--- config.mk ---
export PLATFORM = sky130hd
export DESIGN_NAME = json_object_span_finder_unit
export DESIGN_NICKNAME = d
export VERILOG_FILES = /design/src/sv/jsf_pkg.sv /design/src/sv/jsf_step.sv /design/src/sv/json_object_span_finder_unit.sv
export SDC_FILE = /design/constraint.sdc
export NUM_CORES = 1
export LEC_CHECK = 0
export BUFFER_PORTS_ARGS = -buffer_cell sky130_fd_sc_hd__buf_2
export CAP_MARGIN = 20
export CORE_AREA = 2 2 120 122
export DETAILED_ROUTE_END_ITERATION = 10
export DIE_AREA = 0 0 122 124
export HOLD_SLACK_MARGIN = 0.15
export PLACE_DENSITY = 0.73
export SYNTH_ARGS = -nofsm -noshare
export SYNTH_HDL_FRONTEND = slang
export SYNTH_SLANG_ARGS = --single-unit
--- constraint.sdc ---
create_clock -name clk -period 3.7 [get_ports clk]
set_clock_uncertainty 0.05 [all_clocks]
set_input_delay 0.185 -clock clk [delete_from_list [all_inputs] [get_ports clk]]
set_output_delay 0.185 -clock clk [all_outputs]
set_load 0.02 [all_outputs]
--- src/sv/jsf_pkg.sv ---
// ----------------------------------------------------------------------------
// jsf_pkg
// Shared types and constants for the JSON object span finder.
// ----------------------------------------------------------------------------
`default_nettype none

package jsf_pkg;

  // Buffer offsets: positions saturate at 2**OFS_W bytes.
  localparam int OFS_W   = 24;
  localparam int POS_W   = OFS_W + 1;
  localparam int DEPTH_W = 16;

  localparam logic [DEPTH_W-1:0] MAX_DEPTH = {DEPTH_W{1'b1}};

  localparam logic [7:0] BYTE_OPEN   = 8'h7B;
  localparam logic [7:0] BYTE_CLOSE  = 8'h7D;
  localparam logic [7:0] BYTE_QUOTE  = 8'h22;
  localparam logic [7:0] BYTE_BSLASH = 8'h5C;

  typedef enum logic [1:0] {
    PH_SEARCH    = 2'd0,
    PH_INSIDE    = 2'd1,
    PH_FOUND     = 2'd2,
    PH_ABANDONED = 2'd3
  } phase_t;

  typedef enum logic [1:0] {
    ST_SEARCH    = 2'd0,
    ST_INSIDE    = 2'd1,
    ST_FOUND     = 2'd2,
    ST_NOT_FOUND = 2'd3
  } status_t;

  typedef struct packed {
    phase_t             phase;
    logic               prev_open;
    logic               in_string;
    logic               esc_pending;
    logic [DEPTH_W-1:0] depth;
    logic [POS_W-1:0]   pos;
    logic [OFS_W-1:0]   obj_start;
    logic [POS_W-1:0]   obj_end;
    logic               overflow;
  } scan_state_t;

  localparam scan_state_t SCAN_RESET = '{
    phase:       PH_SEARCH,
    prev_open:   1'b0,
    in_string:   1'b0,
    esc_pending: 1'b0,
    depth:       '0,
    pos:         '0,
    obj_start:   '0,
    obj_end:     '0,
    overflow:    1'b0
  };

  typedef struct packed {
    status_t          status;
    logic [OFS_W-1:0] start_offset;
    logic [POS_W-1:0] end_offset;
    logic             depth_overflow;
  } scan_result_t;

endpackage

`default_nettype wire

--- src/sv/jsf_step.sv ---
// ----------------------------------------------------------------------------
// jsf_step
// One-byte scan step: next scanner state and the result for that byte.
// ----------------------------------------------------------------------------
`default_nettype none

module jsf_step import jsf_pkg::*; (
  input  scan_state_t  cur,
  input  logic [7:0]   data_byte,
  input  logic         last_byte,
  output scan_state_t  state_next,
  output scan_result_t result
);

  scan_state_t upd;
  status_t     st;

  // state update for this byte (before end-of-buffer reset)
  always_comb begin
    upd = cur;
    if (!cur.pos[POS_W-1]) begin
      unique case (cur.phase)
        PH_SEARCH: begin
          if (cur.prev_open && data_byte == BYTE_QUOTE) begin
            if (cur.pos == POS_W'(1)) begin
              upd.phase = PH_ABANDONED;
            end else begin
              upd.obj_start   = cur.pos[OFS_W-1:0] - OFS_W'(1);
              upd.depth       = DEPTH_W'(1);
              upd.in_string   = 1'b1;
              upd.esc_pending = 1'b0;
              upd.phase       = PH_INSIDE;
            end
          end
          upd.prev_open = (data_byte == BYTE_OPEN);
        end
        PH_INSIDE: begin
          if (cur.in_string) begin
            if (cur.esc_pending) begin
              upd.esc_pending = 1'b0;
            end else if (data_byte == BYTE_BSLASH) begin
              upd.esc_pending = 1'b1;
            end else if (data_byte == BYTE_QUOTE) begin
              upd.in_string = 1'b0;
            end
          end else if (data_byte == BYTE_QUOTE) begin
            upd.in_string = 1'b1;
          end else if (data_byte == BYTE_OPEN) begin
            if (cur.depth == MAX_DEPTH) begin
              upd.overflow = 1'b1;
            end else begin
              upd.depth = cur.depth + DEPTH_W'(1);
            end
          end else if (data_byte == BYTE_CLOSE) begin
            // closing brace that reaches depth zero ends the object
            if (cur.depth <= DEPTH_W'(1)) begin
              upd.depth   = '0;
              upd.obj_end = cur.pos + POS_W'(1);
              upd.phase   = PH_FOUND;
            end else begin
              upd.depth = cur.depth - DEPTH_W'(1);
            end
          end
        end
        PH_FOUND, PH_ABANDONED: begin
        end
        default: begin
        end
      endcase
      upd.pos = cur.pos + POS_W'(1);
    end
  end

  always_comb begin
    state_next = last_byte ? SCAN_RESET : upd;
  end

  // result for this byte
  always_comb begin
    unique case (upd.phase)
      PH_SEARCH:    st = ST_SEARCH;
      PH_INSIDE:    st = ST_INSIDE;
      PH_FOUND:     st = ST_FOUND;
      PH_ABANDONED: st = ST_SEARCH;
      default:      st = ST_SEARCH;
    endcase
    if (last_byte && upd.phase != PH_FOUND) begin
      st = ST_NOT_FOUND;
    end
    result.status         = st;
    result.start_offset   = (st == ST_INSIDE || st == ST_FOUND) ? upd.obj_start : '0;
    result.end_offset     = (st == ST_FOUND) ? upd.obj_end : '0;
    result.depth_overflow = upd.overflow;
  end

endmodule

`default_nettype wire

--- src/sv/json_object_span_finder_unit.sv ---
// ----------------------------------------------------------------------------
// json_object_span_finder_unit
// Byte-stream scanner that locates the first JSON object in a buffer.
// ----------------------------------------------------------------------------
//
//   channel | signals                                   | handshake
//   --------+-------------------------------------------+--------------------
//   in      | data_byte[7:0], last_byte                 | in_valid / in_stall
//   out     | status[1:0], start_offset[23:0],          | out_valid / out_stall
//           | end_offset[24:0], depth_overflow          |
//
// One byte per cycle while in_stall is low, one registered result per byte.
// The scan-state register loops through jsf_step, out_valid through in_stall.
// in_stall is raised only while the output register holds a result that the
// sink is stalling; a result taken in the same cycle frees the slot.
// Synchronous active-high reset clears the scan state and the output valid.
// A byte flagged last_byte reports and then returns the scanner to reset.
//
`default_nettype none

module json_object_span_finder_unit import jsf_pkg::*; (
  input  wire logic               clk,
  input  wire logic               rst,
  // input transaction
  input  wire logic               in_valid,
  output logic                    in_stall,
  input  wire logic [7:0]         data_byte,
  input  wire logic               last_byte,
  // result transaction
  output logic                    out_valid,
  input  wire logic               out_stall,
  output logic [1:0]              status,
  output logic [OFS_W-1:0]        start_offset,
  output logic [POS_W-1:0]        end_offset,
  output logic                    depth_overflow
);

  scan_state_t  scan;
  scan_state_t  scan_next;
  scan_result_t step_result;
  scan_result_t result;
  logic         in_take;

  // Output register is the only buffer: stall input only while it is held.
  assign in_stall = out_valid && out_stall;
  assign in_take  = in_valid && !in_stall;

  jsf_step u_step (
    .cur        (scan),
    .data_byte  (data_byte),
    .last_byte  (last_byte),
    .state_next (scan_next),
    .result     (step_result)
  );

  // scan state: advances once per accepted byte
  always_ff @(posedge clk) begin
    if (rst) begin
      scan <= SCAN_RESET;
    end else if (in_take) begin
      scan <= scan_next;
    end
  end

  // result register
  always_ff @(posedge clk) begin
    if (rst) begin
      out_valid <= 1'b0;
    end else if (in_take) begin
      out_valid <= 1'b1;
    end else if (!out_stall) begin
      out_valid <= 1'b0;
    end
  end

  always_ff @(posedge clk) begin
    if (in_take) begin
      result <= step_result;
    end
  end

  assign status         = result.status;
  assign start_offset   = result.start_offset;
  assign end_offset     = result.end_offset;
  assign depth_overflow = result.depth_overflow;

  // --------------------------------------------------------------------------
  // Assertions
  // --------------------------------------------------------------------------

  // A found object always has its depth back at zero.
  a_found_depth_zero: assert property (@(posedge clk) disable iff (rst)
    scan.phase == PH_FOUND |-> scan.depth == '0)
    else $error("found phase with nonzero depth");

  // While inside the object the depth never reaches zero.
  a_inside_depth: assert property (@(posedge clk) disable iff (rst)
    scan.phase == PH_INSIDE |-> scan.depth != '0)
    else $error("inside phase with zero depth");

  // The end of a found span lies past its start.
  a_span_order: assert property (@(posedge clk) disable iff (rst)
    out_valid && result.status == ST_FOUND |->
      result.end_offset > {1'b0, result.start_offset})
    else $error("found span end not past start");

  // A last byte returns the scanner to the start of a buffer.
  a_last_resets: assert property (@(posedge clk) disable iff (rst)
    in_take && last_byte |=> scan.phase == PH_SEARCH && scan.pos == '0)
    else $error("scanner not reset after last byte");

endmodule

`default_nettype wire

# Yosys cells after proc, flatten, opt, wreduce, memory -nomap -nowiden
# Cells that the tools add are included.
[word_totals]
wordCells = 101
register_bits = 149
inputBits = 13
[op_classes]
n_lt_le_gt_ge = 1
addsub = 4
n_mux = 43
n_eq_ne = 22
reduce_logical = 16
[ops]
columns = ["op", "count"]
rows = [
  ["$mux W96", 2],
  ["$mux W16", 6],
  ["$mux W26", 3],
  ["$mux W25", 3],
  ["$mux W24", 3],
  ["$mux W18", 2],
  ["$pmux W18 S2", 1],
  ["$add A25 B1 Y25 const B", 1],
  ["$eq A25 B1 Y1 const B", 1],
  ["$eq A8 B7 Y1 const B", 3],
  ["$sub A24 B1 Y24 const B", 1],
  ["$add A16 B1 Y16 const B", 1],
  ["$eq A16 B16 Y1 const B", 1],
  ["$le A16 B1 Y1 const B", 1],
  ["$mux W2", 8],
  ["$sub A16 B1 Y16 const B", 1],
  ["$mux W1", 13],
  ["$ne A3 B3 Y1 const B", 4],
  ["$reduce_and A9 Y1", 1],
  ["$eq A8 B6 Y1 const B", 1],
  ["$eq A2 B1 Y1 const B", 3],
  ["$eq A2 B2 Y1 const B", 3],
  ["$pmux W2 S3", 1],
  ["$reduce_and A6 Y1", 1],
  ["16 further kinds", 21],
]

# Depth between registers and ports, before layout
[depth]
word_depth = 14
mapped_depth = 14
depth_no_buf = 11

# By module
# From an unflattened synthesis, not the netlist that was laid out.
[hier_totals]
cells_unflattened = 1178
hier_area_um2 = 9885.7
[by_module_without_submodules]
columns = ["mod", "seq_area_each_um2", "cells_per_inst", "n_inst", "area_per_inst_um2"]
rows = [
  ["json_object_span_finder_unit", 3503.4, 473, 1, 5885.6],
  ["jsf_step", 0.0, 705, 1, 4000.1],
]

# Worst setup path before layout
# No wires, ideal clock.
[synth_path]
kind = "register to register"
from = "register out_valid"
to = "register scan[80] (netlist bit)"
stages_incl_launch_ff = 11
required_ps = 3516
arrival_ps = 2934
slack_ps = 582
setup_time_ps = 134
cell_sequence = "dfxtp_1 -> and2_1 -> nand2b_1 -> buf_2 -> clkinv_2 -> o21ai_0 -> or4b_1 -> o21a_2 -> buf_4 -> o311ai_0 -> o31ai_1"
[synth_between]
elab_chain_cells = 4
[synth_rtl]
columns = ["element", "line_no", "rtl"]
rows = [
  ["start, declared", "json_object_span_finder_unit.sv:30", "output logic out_valid,"],
  ["start signal, assigned", "json_object_span_finder_unit.sv:68", "out_valid <= 1'b0;"],
  ["start signal, assigned", "json_object_span_finder_unit.sv:70", "out_valid <= 1'b1;"],
  ["start signal, assigned", "json_object_span_finder_unit.sv:72", "out_valid <= 1'b0;"],
  ["$logic_and A1 B1 Y1", "json_object_span_finder_unit.sv:45", "assign in_stall = out_valid && out_stall;"],
  ["named net in_stall", "json_object_span_finder_unit.sv:26", "output logic in_stall,"],
  ["$logic_not A1 Y1", "json_object_span_finder_unit.sv:46", "assign in_take = in_valid && !in_stall;"],
  ["$logic_and A1 B1 Y1", "json_object_span_finder_unit.sv:46", ""],
  ["named net in_take", "json_object_span_finder_unit.sv:42", "logic in_take;"],
  ["$reduce_and A9 Y1 (no source line)", "--", ""],
  ["end signal, assigned", "json_object_span_finder_unit.sv:61", "scan <= scan_next;"],
  ["end, declared", "json_object_span_finder_unit.sv:38", "scan_state_t scan;"],
]
# The timed path passes the listed nets, and every way through them passes these cells.
# A chain may end at the register's enable or synchronous reset.

# Worst setup path in the final report
[layout_path]
from = "register scan[66] (netlist bit)"
to = "register result (netlist bit start_offset[3]) (data pin)"
[layout_between]
elab_chain_cells = 11
[layout_rtl]
columns = ["element", "line_no", "rtl"]
rows = [
  ["$eq A25 B1 Y1 *", "jsf_step.sv:25", "if (cur.pos == POS_W'(1)) begin"],
  ["$mux W2", "jsf_step.sv:25", ""],
  ["$mux W2", "jsf_step.sv:24", "if (cur.prev_open && data_byte == BYTE_QUOTE) begin"],
  ["$pmux W2 S2", "jsf_step.sv:22", "unique case (cur.phase)"],
  ["$mux W96 *", "jsf_step.sv:21", "if (!cur.pos[POS_W-1]) begin"],
  ["$eq A2 B2 Y1 or $logic_not A2 Y1 (tied branches)", "jsf_step.sv:80", "unique case (upd.phase)"],
  ["$reduce_or A2 Y1 (no source line)", "--", ""],
  ["$pmux W2 S3", "jsf_step.sv:80", ""],
  ["$mux W2", "jsf_step.sv:87", "if (last_byte && upd.phase != PH_FOUND) begin"],
  ["$eq A2 B1 Y1 or $eq A2 B2 Y1 (tied branches)", "jsf_step.sv:91", "result.start_offset = (st == ST_INSIDE || st == ST_FOUND) ? upd.obj_start : '0;"],
  ["$logic_or A1 B1 Y1", "jsf_step.sv:91", ""],
  ["end signal, assigned", "json_object_span_finder_unit.sv:78", "result <= step_result;"],
  ["end, declared", "json_object_span_finder_unit.sv:41", "scan_result_t result;"],
]
# Every way passes the cells marked *; elsewhere a longest branch is shown, timed or not. The select of a mux whose other input is x is not followed.

==> metrics.txt <==
Initial DRT Pass Iterations=5; Slew HR=0.323; routed wire length=19,400 µm; Worst EP required=3.88 ns; proportion of layout cells with a drive suffix above 1=0.169; Clock Pin Slew Worst Setup and Hold Paths=0.06 ns; DR vias=6,777; Seq cells post-synth=149; TritonCTS clock tree=yes; Mapped Cells=835; Die H=124 µm; CORE AREA=0.0137 mm²; synth unique cells=73; post-CTS setup buffers=0; critical path capture point type=register; grt total ovfl=0; count of final setup violators=0; Seq/Total Area, Yosys=0.447; share of synthesized registers carrying an async set or reset=0; Setup TNS Final=0 ns; minimum clock period=3.38 ns; Ports=67; Die ar.=0.0151 mm²; NumNets Final=894; Critical Path Source Type=register; gpl congestion=0.891; HPWL after DPL=12,700 µm; first-pass GRT wire length=31,400 µm; critical path peak fanout=24; # Max-Cap Violations=0; Hold Path Class=primary input to register; R2R depth=8; cell area after synthesis=0.00785 mm²; crit path DAT=3.57 ns; antenna-violating nets left=0; vias in the first global route=6,473; ys flop type=dfxtp_1; initial antenna violation count=0; Total GRT Usage=0.266; Final period util=0.914; Final Hold Fails=0; clock root buffer=clkbuf_16; status=completed; total power=3950 µW; EDFF count, synth=52; Min Hold Slack=0.168 ns; Slew Limit Fails=0; Clock Sinks=149; Inserted Diodes=0; largest net degree at the start of global routing=83; Mapped Nets=856; WHS Path Cells=5; unrepaired setup endpoints after global routing=no; row count=43; Peak VDD IR=0.000327 V; vias per cell=6.36; area grow syn2layout=13.5%; clk buf depth=2; worst skew pair latency=0.43 ns; Static Leak=0.00313 µW; Max Freq=0.296 GHz; WS Path Type=register to register; number of DRC markers in iteration 0=682; I/O Buffers=66; Synth Area per Inst=9.40 µm²; # placed instances=1,032; residual DRC count=0; Finished Core Util=0.649; worst slew pin tran=1.01 ns; Finished Layout Cells=1,066; Power Dens Cells=444 mW/mm²; Ys Warns=0; Initial Util=0.572; cts bufs inserted=17; Die Width=122 µm; Avg WL per Cell=18.2 µm; # H-tree levels=4
## cell type report
class	count	area, µm²
clock inverters	8	169
fillers	1122	4820
well taps	180	225
inverters	15	57.6
flip-flops and latches	149	3500
clock buffers	24	503
multi-input cells	602	3950
repair buffers	88	500
## worst paths after layout
| path | to | slack, ns | startpoint |
|---|---|---|---|
| min reg2reg | scan[27]$_SDFFE_PP0P_ | 0.41 | scan[27]$_SDFFE_PP0P_ |
| max reg2reg | start_offset[3]$_SDFFCE_PN0P_ | 0.32 | scan[66]$_SDFFE_PP0P_ |
| max | start_offset[3]$_SDFFCE_PN0P_ | 0.32 | scan[66]$_SDFFE_PP0P_ |
| min | scan[91]$_SDFFE_PP0P_ | 0.17 | data_byte[7] |
## power breakdown
part,total (µW),switching [µW],internal (µW)
clock,1960,668,1290
sequential,1730,11.6,1720
combinational,262,189,72.2
## placed cells by master, fill, tap and decap left out, types with 20 or more instances in the layout
cell      synthesis  routed
a22oi_1          36      36
nand2_1          33      33
o21ai_0          32      31
a22oi_2          20      20
buf_4             6      20
nor2b_1          23      23
buf_2             9      66
nand3_1          22      22
edfxtp_1         52      52
a21oi_1          36      36
xnor2_1          27      27
mux2i_1          40      40
dfxtp_1          97      97
nor3_1           29      29
nor2_1          121     121
nand4_1          20      20
## cell usage after synthesis (all sizes together), types with 4 or more instances
| cell type | instances | area [µm²] |
|---|---|---|
| nand2 | 33 | 124 |
| dfxtp | 97 | 1940 |
| inv | 13 | 48.8 |
| nand4 | 20 | 125 |
| o41ai | 4 | 35.0 |
| nor2 | 121 | 454 |
| nand3 | 22 | 110 |
| ha | 8 | 100 |
| edfxtp | 52 | 1560 |
| xor2 | 16 | 140 |
| a311oi | 4 | 35.0 |
| o21ai | 36 | 191 |
| mux2i | 40 | 400 |
| nor2b | 23 | 144 |
| a211oi | 8 | 60.1 |
| or3 | 12 | 75.1 |
| a21oi | 36 | 180 |
| a31oi | 5 | 31.3 |
| or4 | 11 | 90.1 |
| nor4 | 14 | 93.8 |
| buf | 23 | 165 |
| nor3 | 31 | 165 |
| a22oi | 56 | 521 |
| a21o | 4 | 30.0 |
| xnor2 | 27 | 236 |
| clkbuf | 46 | 174 |
| o31ai | 7 | 52.6 |
| and4 | 8 | 70.1 |
| o311ai | 7 | 61.3 |
## routing by layer
layer | vias up | GRT usage | part of all wire
li1 | 3157 | - | -
met1 | 3249 | 0.342 | 0.43
met2 | 324 | 0.437 | 0.48
met3 | 47 | 0.0522 | 0.072
met4 | 0 | 0.116 | 0.025
met5 | - | 0 | 0
## what timing repair did
action	CTS	global route
resized for setup	0	0
hold buffers	2	0
endpoints found under the hold margin	1	0
endpoints found under the setup margin	0	0
## logic make-up (layout without fill, tap and decap cells)
family / count (synthesis) / count (layout) / synth area share
flip-flops: 149 / 149 / 0.447
XOR/XNOR: 43 / 43 / 0.0480
multiplexers: 41 / 41 / 0.0525
buffers and inverters: 84 / 135 / 0.0506
AND/OR/NAND/NOR: 319 / 319 / 0.208
adder cells (fa/ha/maj): 8 / 8 / 0.0128
AO/OA/AOI/OAI: 191 / 191 / 0.181
## flip-flops by register name (all words and copies together), names as in the netlist
register        cells
out_valid           1
depth_overflow      1
start_offset       24
scan               96
status              2
end_offset         25
## worst max-delay path, cell delays in order (launching register included)
cell and delay, ns:
dfxtp_1 0.42, or4_4 0.61, or4_4 0.45, nor3_1 0.36, a21o_1 0.19, o2bb2ai_1 0.09, o21ai_0 0.11, ha_1 0.55
a311oi_1 0.36
## stage by stage
stage,worst slack (ns),area (µm²)
after CTS,0.284,8900
after detailed placement,0.318,8210
after global placement,0.421,8210
after floorplan,0.582,7850
final,0.316,8900
after global routing,0.0469,8900
Note: power is estimated with default switching activity, not from simulation.
